`src/rtl/co2uart_pkg.sv`:
```
package co2uart_pkg;

    localparam int unsigned FRAME_LEN = 9;

    typedef logic [3:0] byte_idx_t;

    localparam byte_idx_t IDX_HEAD   = 4'd0;
    localparam byte_idx_t IDX_ADDR   = 4'd1;
    localparam byte_idx_t IDX_CMD    = 4'd2;
    localparam byte_idx_t IDX_ARG0   = 4'd3;
    localparam byte_idx_t IDX_ARG1   = 4'd4;
    localparam byte_idx_t IDX_READ_H = 4'd2;
    localparam byte_idx_t IDX_READ_L = 4'd3;
    localparam byte_idx_t IDX_LAST   = 4'(FRAME_LEN - 1);

    typedef logic [2:0] mode_t;

    localparam mode_t MODE_RX_BYTE  = 3'd0;
    localparam mode_t MODE_READ     = 3'd1;
    localparam mode_t MODE_AUTO_CAL = 3'd2;
    localparam mode_t MODE_FORCE_CAL = 3'd3;
    localparam mode_t MODE_RANGE    = 3'd4;

    typedef logic [1:0] kind_t;

    localparam kind_t KIND_TX      = 2'd0;
    localparam kind_t KIND_READING = 2'd1;
    localparam kind_t KIND_REJECT  = 2'd2;
    localparam kind_t KIND_CSUM    = 2'd3;

    localparam logic [7:0] BYTE_HEAD     = 8'hFF;
    localparam logic [7:0] BYTE_ADDR     = 8'h01;
    localparam logic [7:0] CMD_READ      = 8'h86;
    localparam logic [7:0] CMD_AUTO_CAL  = 8'h79;
    localparam logic [7:0] CMD_ZERO_CAL  = 8'h87;
    localparam logic [7:0] CMD_SPAN_CAL  = 8'h88;
    localparam logic [7:0] CMD_RANGE     = 8'h99;
    localparam logic [7:0] ARG_AUTO_ON   = 8'hA0;

    localparam logic [15:0] SPAN_MIN   = 16'd1000;
    localparam logic [15:0] SPAN_MAX   = 16'd5000;
    localparam logic [15:0] RANGE_LOW  = 16'd2000;
    localparam logic [15:0] RANGE_HIGH = 16'd5000;

    // Pending or active result set
    typedef struct packed {
        logic        frame;   // nine transmit bytes, else one result
        kind_t       kind;
        logic [7:0]  cmd;
        logic [7:0]  arg0;
        logic [7:0]  arg1;
        logic [7:0]  csum;
        logic [15:0] reading;
    } result_set_t;

endpackage

```
`src/rtl/co2_sensor_uart_frame_engine.sv`:
```
// Host-side frame engine for a nine-byte serial CO2 sensor protocol.
// Input channel (in_valid/in_stall) takes one item: a received byte
// (mode 0) or a request (modes 1..4) with its argument in value.
// Output channel (out_valid/out_stall) delivers results: a request gives
// nine transmit bytes (kind 0) or one rejection; the ninth received byte
// of a frame gives a reading or a checksum error. last marks the final
// result of an item. Other received bytes and unused modes give nothing.
// With the output free, the first result of an item passes through the
// pending register and then the active register before it is presented.
// Throughput: one result per cycle while out_stall is low; a request
// occupies the output for nine results, and single-result items sustain
// one per cycle. The rate is set by the one-byte-per-cycle transmit
// sequencer, backed by a one-entry pending register so the next item is
// taken while a frame is still being sent.
// Reset clears the receive byte count and checksum and empties the
// pending and active stages. While out_stall is high the current result
// holds; once the pending entry is full and the active stage cannot
// take it, in_stall rises.
module co2_sensor_uart_frame_engine
    import co2uart_pkg::*;
(
    input  logic        clk,
    input  logic        rst_n,
    input  logic        in_valid,
    output logic        in_stall,
    input  logic [2:0]  mode,
    input  logic [15:0] value,
    input  logic [7:0]  rx_byte,
    output logic        out_valid,
    input  logic        out_stall,
    output logic [1:0]  kind,
    output logic [7:0]  tx_byte,
    output logic [15:0] reading,
    output logic        last
);

    logic        in_fire;
    logic        out_fire;
    logic        act_done;
    logic        act_free;

    logic        pend_valid_reg;
    result_set_t pend_reg;
    result_set_t pend_next;
    logic        pend_load;

    logic        act_valid_reg;
    result_set_t act_reg;
    byte_idx_t   act_idx_reg;

    logic [3:0]  rx_count_reg;
    logic [3:0]  rx_count_next;
    logic [7:0]  rx_sum_reg;
    logic [7:0]  rx_sum_next;
    logic [7:0]  reading_high_reg;
    logic [7:0]  reading_low_reg;

    logic [7:0]  sum_body;

    assign in_fire  = in_valid && !in_stall;
    assign out_fire = out_valid && !out_stall;
    assign act_done = out_fire && (!act_reg.frame || act_idx_reg == IDX_LAST);
    assign act_free = !act_valid_reg || act_done;
    assign in_stall = pend_valid_reg && !act_free;

    // Decode the input item into a result set
    always_comb
    begin
        pend_next         = '0;
        pend_load         = 1'b0;
        rx_count_next     = rx_count_reg;
        rx_sum_next       = rx_sum_reg;
        case (mode)
            MODE_RX_BYTE:
            begin
                if (rx_count_reg >= IDX_LAST)
                begin
                    pend_load     = 1'b1;
                    rx_count_next = '0;
                    rx_sum_next   = '0;
                    if (rx_byte == 8'(-rx_sum_reg))
                    begin
                        pend_next.kind    = KIND_READING;
                        pend_next.reading = {reading_high_reg, reading_low_reg};
                    end
                    else
                    begin
                        pend_next.kind = KIND_CSUM;
                    end
                end
                else
                begin
                    rx_count_next = rx_count_reg + 4'd1;
                    if (rx_count_reg != IDX_HEAD)
                    begin
                        rx_sum_next = rx_sum_reg + rx_byte;
                    end
                end
            end
            MODE_READ:
            begin
                pend_load       = 1'b1;
                pend_next.frame = 1'b1;
                pend_next.cmd   = CMD_READ;
            end
            MODE_AUTO_CAL:
            begin
                pend_load       = 1'b1;
                pend_next.frame = 1'b1;
                pend_next.cmd   = CMD_AUTO_CAL;
                pend_next.arg0  = (value != 16'd0) ? ARG_AUTO_ON : 8'h00;
            end
            MODE_FORCE_CAL:
            begin
                pend_load = 1'b1;
                if (value == 16'd0)
                begin
                    pend_next.frame = 1'b1;
                    pend_next.cmd   = CMD_ZERO_CAL;
                end
                else if (value < SPAN_MIN || value > SPAN_MAX)
                begin
                    pend_next.kind = KIND_REJECT;
                end
                else
                begin
                    pend_next.frame = 1'b1;
                    pend_next.cmd   = CMD_SPAN_CAL;
                    pend_next.arg0  = value[15:8];
                    pend_next.arg1  = value[7:0];
                end
            end
            MODE_RANGE:
            begin
                pend_load = 1'b1;
                if (value == RANGE_LOW || value == RANGE_HIGH)
                begin
                    pend_next.frame = 1'b1;
                    pend_next.cmd   = CMD_RANGE;
                    pend_next.arg0  = value[15:8];
                    pend_next.arg1  = value[7:0];
                end
                else
                begin
                    pend_next.kind = KIND_REJECT;
                end
            end
            default:
            begin
                pend_load = 1'b0;
            end
        endcase
        sum_body       = BYTE_ADDR + pend_next.cmd + pend_next.arg0 + pend_next.arg1;
        pend_next.csum = 8'(-sum_body);
    end

    always_ff @(posedge clk or negedge rst_n)
    begin
        if (!rst_n)
        begin
            rx_count_reg   <= '0;
            rx_sum_reg     <= '0;
            pend_valid_reg <= 1'b0;
            act_valid_reg  <= 1'b0;
            act_idx_reg    <= IDX_HEAD;
        end
        else
        begin
            if (in_fire)
            begin
                rx_count_reg <= rx_count_next;
                rx_sum_reg   <= rx_sum_next;
            end

            // Pending slot: fill on a producing item, drain into the active stage
            if (in_fire && pend_load)
            begin
                pend_valid_reg <= 1'b1;
            end
            else if (act_free)
            begin
                pend_valid_reg <= 1'b0;
            end

            if (act_free)
            begin
                act_valid_reg <= pend_valid_reg;
                act_idx_reg   <= IDX_HEAD;
            end
            else if (out_fire)
            begin
                act_idx_reg <= act_idx_reg + 4'd1;
            end
        end
    end

    always_ff @(posedge clk)
    begin
        if (in_fire && pend_load)
        begin
            pend_reg <= pend_next;
        end
        if (act_free)
        begin
            act_reg <= pend_reg;
        end
        if (in_fire && mode == MODE_RX_BYTE)
        begin
            if (rx_count_reg == IDX_READ_H)
            begin
                reading_high_reg <= rx_byte;
            end
            if (rx_count_reg == IDX_READ_L)
            begin
                reading_low_reg <= rx_byte;
            end
        end
    end

    assign out_valid = act_valid_reg;
    assign kind      = act_reg.frame ? KIND_TX : act_reg.kind;
    assign reading   = act_reg.frame ? 16'd0 : act_reg.reading;
    assign last      = !act_reg.frame || act_idx_reg == IDX_LAST;

    always_comb
    begin
        tx_byte = 8'h00;
        if (act_reg.frame)
        begin
            case (act_idx_reg)
                IDX_HEAD: tx_byte = BYTE_HEAD;
                IDX_ADDR: tx_byte = BYTE_ADDR;
                IDX_CMD:  tx_byte = act_reg.cmd;
                IDX_ARG0: tx_byte = act_reg.arg0;
                IDX_ARG1: tx_byte = act_reg.arg1;
                IDX_LAST: tx_byte = act_reg.csum;
                default:  tx_byte = 8'h00;
            endcase
        end
    end

endmodule
```
`config.mk`:
```
export PLATFORM = sky130hd
export DESIGN_NAME = co2_sensor_uart_frame_engine
export DESIGN_NICKNAME = d
export VERILOG_FILES = /design/src/rtl/co2uart_pkg.sv /design/src/rtl/co2_sensor_uart_frame_engine.sv
export SDC_FILE = /design/constraint.sdc
export NUM_CORES = 1
export LEC_CHECK = 0
export BUFFER_PORTS_ARGS = -buffer_cell sky130_fd_sc_hd__buf_2
export CAP_MARGIN = 40
export CORE_MARGIN = 2
export CORE_UTILIZATION = 55
export DETAILED_ROUTE_END_ITERATION = 12
export PLACE_DENSITY_LB_ADDON = 0.25
export SETUP_SLACK_MARGIN = 0.15
export SKIP_LAST_GASP = 1
export SLEW_MARGIN = 10
export SYNTH_ARGS = -nofsm -noshare
export SYNTH_HDL_FRONTEND = slang
export SYNTH_SLANG_ARGS = --single-unit
export TNS_END_PERCENT = 10
```
`constraint.sdc`:
```
create_clock -name clk -period 16.3 [get_ports clk]
set_clock_uncertainty 0.15 [all_clocks]
set_input_delay 4.075 -clock clk [delete_from_list [all_inputs] [get_ports clk]]
set_output_delay 4.075 -clock clk [all_outputs]
set_load 0.02 [all_outputs]
```
==> results of run 1 <==
[through the flow]
stage / instances / hold WS [ns] / area [um^2]
after detailed placement: 667 / 0.2545 / 6648
final: 699 / 0.2671 / 7288
after global placement: 666 / 0.2523 / 6643
after floorplan: 476 / 0.2503 / 6173
after CTS: 699 / 0.2649 / 7288
after global routing: 699 / 0.2753 / 7288
[final timing paths]
path / to / slack, ns / start
setup / recovery: in_stall / 7.30 / out_stall
hold / removal: act_reg[2] / 0.27 / pend_reg[2]
setup reg to reg: reading_high_reg[2] / 12.67 / act_idx_reg[3]
hold reg to reg: act_reg[2] / 0.27 / pend_reg[2]
max in group asynchronous: rx_sum_reg[1] / 12.32 / rst_n
min in group asynchronous: act_idx_reg[1] / 3.35 / rst_n
[cell usage in the layout (no fill, tap or decap), drive strengths merged, types with 2 or more instances in the layout]
master,synthesis,layout
and2,29,29
clkbuf,11,22
xor2,9,9
fa,8,8
inv,35,35
edfxtp,114,114
a21oi,16,16
a222oi,3,3
nor2b,29,29
xnor2,16,16
clkinv,0,4
conb,1,2
or3,2,2
nor2,21,21
buf,1,63
nor4,4,4
o31ai,5,5
o22ai,5,5
or4,4,4
a21o,6,6
nand2,33,33
o21ai,17,17
nand4,2,2
ha,22,22
nand2b,9,9
nor3b,5,5
dfrtp,18,18
o21bai,3,3
or2,3,3
a221o,2,2
o21a,2,2
bufinv,0,5
a211o,2,2
a22o,6,6
nor3,7,7
nand3,6,6
a21boi,2,2
a221oi,4,4
nor4bb,2,2
[per-layer routing]
| layer | up-vias | global-route usage, % | part of all wire, % |
|---|---|---|---|
| met5 | - | 0 | 0 |
| met4 | 0 | 6.510 | 1.1 |
| met3 | 12 | 8.654 | 6.7 |
| met2 | 116 | 32.16 | 46 |
| met1 | 1836 | 30.48 | 46 |
| li1 | 1854 | - | - |
[area by class of cell]
type	count	area, um^2	area share, %
clock buffers	22	462.9	6.352
clock inverters	10	177.7	2.438
inverters	35	131.4	1.803
multi-input cells	297	2145	29.42
flip-flops and latches	132	3874	53.15
well taps	140	175.2	2.403
repair buffers	63	322.8	4.429
[worst reg2reg max path: stages, from the launching register on]
cell      delay [ns]
dfrtp_1         0.65
nor2b_1         0.39
nand2_1         0.11
and2_1          0.25
o211ai_1        0.27
nand3_1         0.30
or2_2           0.41
nor3b_1         0.50
buf_2           0.29
[report_power, final]
part	internal, mW	total [mW]	switching, mW
sequential	0.450	0.491	0.0412
clock	0.275	0.410	0.135
combinational	0.107	0.278	0.171
total	0.831	1.18	0.347
[synthesized netlist by cell type (3+ instances only)]
cell type / number
nand2b_1: 9
a21o_1: 6
edfxtp_1: 114
nor3_1: 7
inv_1: 35
a22o_1: 6
a21oi_1: 16
xor2_1: 9
nand2_1: 33
nor3b_1: 4
o31ai_1: 4
clkbuf_1: 11
o21bai_1: 3
a221oi_1: 4
and2_1: 29
nor2b_1: 29
nor2_1: 21
ha_1: 22
nand3_1: 5
o21ai_1: 3
a222oi_1: 3
dfrtp_1: 18
o22ai_1: 5
o21ai_0: 14
fa_1: 8
nor4_1: 4
or4_1: 3
xnor2_1: 16
[cells by family after synthesis]
kind of cell / count (synthesis) / synth area share, %
adders and majority gates: 30 / 7.057
muxes: 1 / 0.1622
xor gates and xnor gates: 25 / 3.549
and+or+nand+nor: 159 / 14.44
buffers and inverters: 47 / 2.880
AOI/OAI and AO/OA: 80 / 9.065
DFF: 132 / 62.79
other: 1 / 0.06078
==> results.cfg, run 1 <==
[run_status]
status = finished, final reports clean

[clock_network]
htree_levels = 4
post_cts_buffers = 0
clock_sinks = 132
clock_latency_ns = 0.51
hold_buffers = 0
clkTransAtPathRegs_ns = 0.06
cts_root_buf = clkbuf_8
post_cts_resized = 0
cts_tree = yes
numCtsBuffers = 17
clk_path_buf_depth = 2

[power_and_ir_drop]
total_power_mw = 1.179
p_per_area_nw_per_um2 = 161.7
vdd_drop_max_uv = 90.07
power.leakage_nw = 2.927

[die]
die_h_um = 109.9
core_um2 = 10890
dieWidth_um = 109.9
dieArea_um2 = 12080
initial_utilization_pct = 56.67
row_count = 38
ioPinCount = 60

[timing]
rsz0062_at_grt = false
relSlewSlack_pct = 49.27
setup_viol = 0
setup-tns-final_ns = 0
slew_viol_final = 0
finalHoldViolations = 0
fin_ws_ns = 7.301
clock.fmax_ghz = 0.1111
fin_crit_sh_pct = 55.21
worst_pin_slew_ns = 0.7582
period_minus_slack_ns = 8.999

[global_route]
grt_overflow = 0
antenna_found_initial = 0
grt_start_max_net_pins = 51
grtUsageTotal_pct = 21.99
grt_pass1_wl_um = 19540
first_global_vias = 3895

[layout]
final_util_pct = 66.94
fin_nets = 607
diodes = 0
area_growth_pct = 18.13
drive_above_1_share_pct = 18.60
nFillCells = 763

[flow_run]
cap_violations = 0

[critical_path]
cp.depth = 4
path_common_cell = buf_2
worst-path-buf-inv = 3
cp_top_family = buffers and inverters
cp_max_fo = 10
cpPeakStageDelay_ns = 0.28
cp.required_ns = 12.08
critPathLaunchType = primary input
reg2reg_depth = 8
critPathKind = primary input to output port
worstPathArrival_ns = 4.77
crit_slowest_cell = o211ai_1
cp_cell_sequence = buf_2, o211ai_1, inv_1, buf_2
end_kind = output port

[place]
dp_slack_ns = 7.292
place_hpwl_um = 8274
place_congestion = 0.8980
io_buffers = 59

[yosys]
yosysWarnings = 0
yosysSeqAreaShare_pct = 62.79
netlist_instances = 475
synth_ff_type = edfxtp_1
synth_edf_count = 114
synth_top_area_cell = edfxtp_1
synth_cell_types = 55
synthesis.area_um2 = 6170
synth-seq-cells = 132
synth_top_cell_area_share_pct = 55.49
avgSynthCellArea_um2 = 12.99
async_flop_share_pct = 13.64
ys_top_cells_by_area = edfxtp_1 55%, dfrtp_1 7.3%, ha_1 4.5%

[detailed_routing]
drc = 0
wl_per_cell_um = 17.29
drtPass1Iterations = 5
route.antenna.remaining_nets = 0
vias = 3818
drtIter0Drc = 288
routed_wl_um = 12090
vias_per_cell = 5.462

[hold_path]
hp-class = flip-flop to flip-flop
whs_path_depth = 0
Power figures use the tool's default switching activity.
==> inputs of run 2 (changes only) <==
--- a/config.mk
+++ b/config.mk
@@ -5,10 +5,11 @@
 export SDC_FILE = /design/constraint.sdc
 export NUM_CORES = 1
 export LEC_CHECK = 0
+export ABC_AREA = 1
 export BUFFER_PORTS_ARGS = -buffer_cell sky130_fd_sc_hd__buf_2
 export CAP_MARGIN = 40
 export CORE_MARGIN = 2
-export CORE_UTILIZATION = 55
+export CORE_UTILIZATION = 54
 export DETAILED_ROUTE_END_ITERATION = 12
 export PLACE_DENSITY_LB_ADDON = 0.25
 export SETUP_SLACK_MARGIN = 0.15
==> constraint.sdc (replaced) <==
create_clock -name clk -period 7.36 [get_ports clk]
set_clock_uncertainty 0.15 [all_clocks]
set_input_delay 1.84 -clock clk [delete_from_list [all_inputs] [get_ports clk]]
set_output_delay 1.84 -clock clk [all_outputs]
set_load 0.02 [all_outputs]
==> results.cfg, run 2 <==
[detailed_routing]
routed_wl_um = 12810
route.antenna.remaining_nets = 0
drc = 0
drtIter0Drc = 400
drtPass1Iterations = 4
wl_per_cell_um = 15.74
vias = 4204
vias_per_cell = 5.165

[timing]
setup-tns-final_ns = 0
slew_viol_final = 0
clock.fmax_ghz = 0.1985
period_minus_slack_ns = 5.037
fin_ws_ns = 2.323
rsz0062_at_grt = false
setup_viol = 0
worst_pin_slew_ns = 0.7785
fin_crit_sh_pct = 68.43
finalHoldViolations = 0
relSlewSlack_pct = 47.91

[yosys]
yosysWarnings = 0
netlist_instances = 583
synth_edf_count = 114
avgSynthCellArea_um2 = 11.08
synth_top_cell_area_share_pct = 52.97
synth_cell_types = 45
synth-seq-cells = 132
synthesis.area_um2 = 6462
async_flop_share_pct = 13.64
synth_top_area_cell = edfxtp_1
ys_top_cells_by_area = edfxtp_1 53%, dfrtp_1 7.0%, inv_1 6.1%
synth_ff_type = edfxtp_1
synth.most_common_cell = edfxtp_1
yosysSeqAreaShare_pct = 59.94
yosys-top-cells-count = 114 x edfxtp_1, 105 x inv_1, 70 x nand2_1

[power_and_ir_drop]
vdd_drop_max_uv = 200.1
clockPowerShare_pct = 37.2
power_frac_comb_pct = 23.6
seqPwrFrac_pct = 39.2
p_int_mw = 1.793
total_power_mw = 2.555
power.leakage_nw = 3.257
switching_power_uw = 762.2
p_per_area_nw_per_um2 = 337.1
switching_share_pct = 29.83

[place]
io_buffers = 59
place_area_um2 = 6915
dp_slack_ns = 2.244
place_congestion = 0.9031
place_hpwl_um = 8763

[critical_path]
critPathLaunchType = primary input
cp_max_fo = 54
worstPathArrival_ns = 3.05
critPathKind = primary input to output port
end_kind = output port
path_common_cell = buf_2
cp_cell_sequence = buf_2, nand2_1, nand2_2, inv_4, nor2_4, buf_2
crit_slowest_cell = inv_4
setup.reg_to_reg.worst_slack_ns = 4.02
cp.required_ns = 5.37
cpPeakStageDelay_ns = 0.52

[hold_path]
hp-class = flip-flop to flip-flop

[layout]
fin_area_um2 = 7580
final_common_cell = edfxtp_1
area_growth_pct = 17.29
drive_above_1_share_pct = 22.21
nFillCells = 846
final_util_pct = 65.54
regArea_um2 = 3874
fin_nets = 719
diodes = 0
final_cell_mix = 114 x edfxtp_1, 105 x inv_1, 70 x nand2_1
multi_input_area_um2 = 2115

[global_route]
antenna_found_initial = 0
grt_start_max_net_pins = 55
grtUsageTotal_pct = 21.14
grt_pass1_wl_um = 20720
grt_overflow = 0
first_global_vias = 4212

[die]
core_um2 = 11560
initial_utilization_pct = 55.88
ioPinCount = 60
row_count = 39
die_h_um = 113.4
dieArea_um2 = 12860
dieWidth_um = 113.4

[clock_network]
clk_path_buf_depth = 2
clock_latency_ns = 0.41
cts_root_buf = clkbuf_16
clock_sinks = 132
post_cts_resized = 0
clkTransAtPathRegs_ns = 0.06
hold_buffers = 0
numCtsBuffers = 17
post_cts_buffers = 0
htree_levels = 4
cts_tree = yes

[flow_run]
cap_violations = 0

[run_status]
status = finished, final reports clean
run 2: power groups by stage:
stage               Clock [mW]  Combinational, mW  Sequential (mW)
floorplan                    0              0.456            0.996
global route             0.985              0.675             1.01
detailed placement           0              0.599             1.01
finish                   0.950              0.604             1.00
CTS                      0.951              0.608             1.00
global placement             0              0.578             1.01
run 2: final cells by class:
class	instances	share of cell area (%)
inverters	118	5.877
multi-input cells	329	27.90
clock inverters	13	3.054
repair buffers	60	3.995
well taps	143	2.361
clock buffers	19	5.711
flip-flops and latches	132	51.11
run 2: stage by stage:
step	hold WS, ns	cells
4_1_cts	0.2685	814
3_3_place_gp	0.2506	782
3_5_place_dp	0.2545	782
2_1_floorplan	0.2503	584
5_1_grt	0.2708	814
6_report	0.2668	814
run 2: path summary, 6_finish.rpt:
| check | start | to | cells past startpoint |
|---|---|---|---|
| setup reg to reg | act_idx_reg[0] | reading_low_reg[5] | 12 |
| hold reg to reg | pend_reg[1] | act_reg[1] | 0 |
| setup / recovery | out_stall | in_stall | 6 |
| max in group asynchronous | rst_n | act_idx_reg[0] | 1 |
| min in group asynchronous | rst_n | rx_sum_reg[4] | 1 |
| hold / removal | pend_reg[1] | act_reg[1] | 0 |
run 2: kinds of logic after synthesis:
family                   count (synthesis)  synth area share (%)
buffers and inverters                  123                 7.473
AO/OA/AOI/OAI                           54                 5.421
AND/OR/NAND/NOR                        220                 17.25
adder cells (fa/ha/maj)                 30                 6.738
other                                    1               0.05803
flip-flops                             132                 59.94
XOR/XNOR                                23                 3.117
run 2: critical path: cells and delay by family:
family                 cells  cell delay [ns]
buffers and inverters      3             0.80
AND/OR/NAND/NOR            3             0.39
run 2: layer usage:
metal	GRT usage, %	vias to the layer above	wire, um
met1	28.60	1974	5783
met3	4.942	18	648
met4	7.642	0	195
met2	33.93	129	6186
li1	-	2083	-
met5	0	-	0
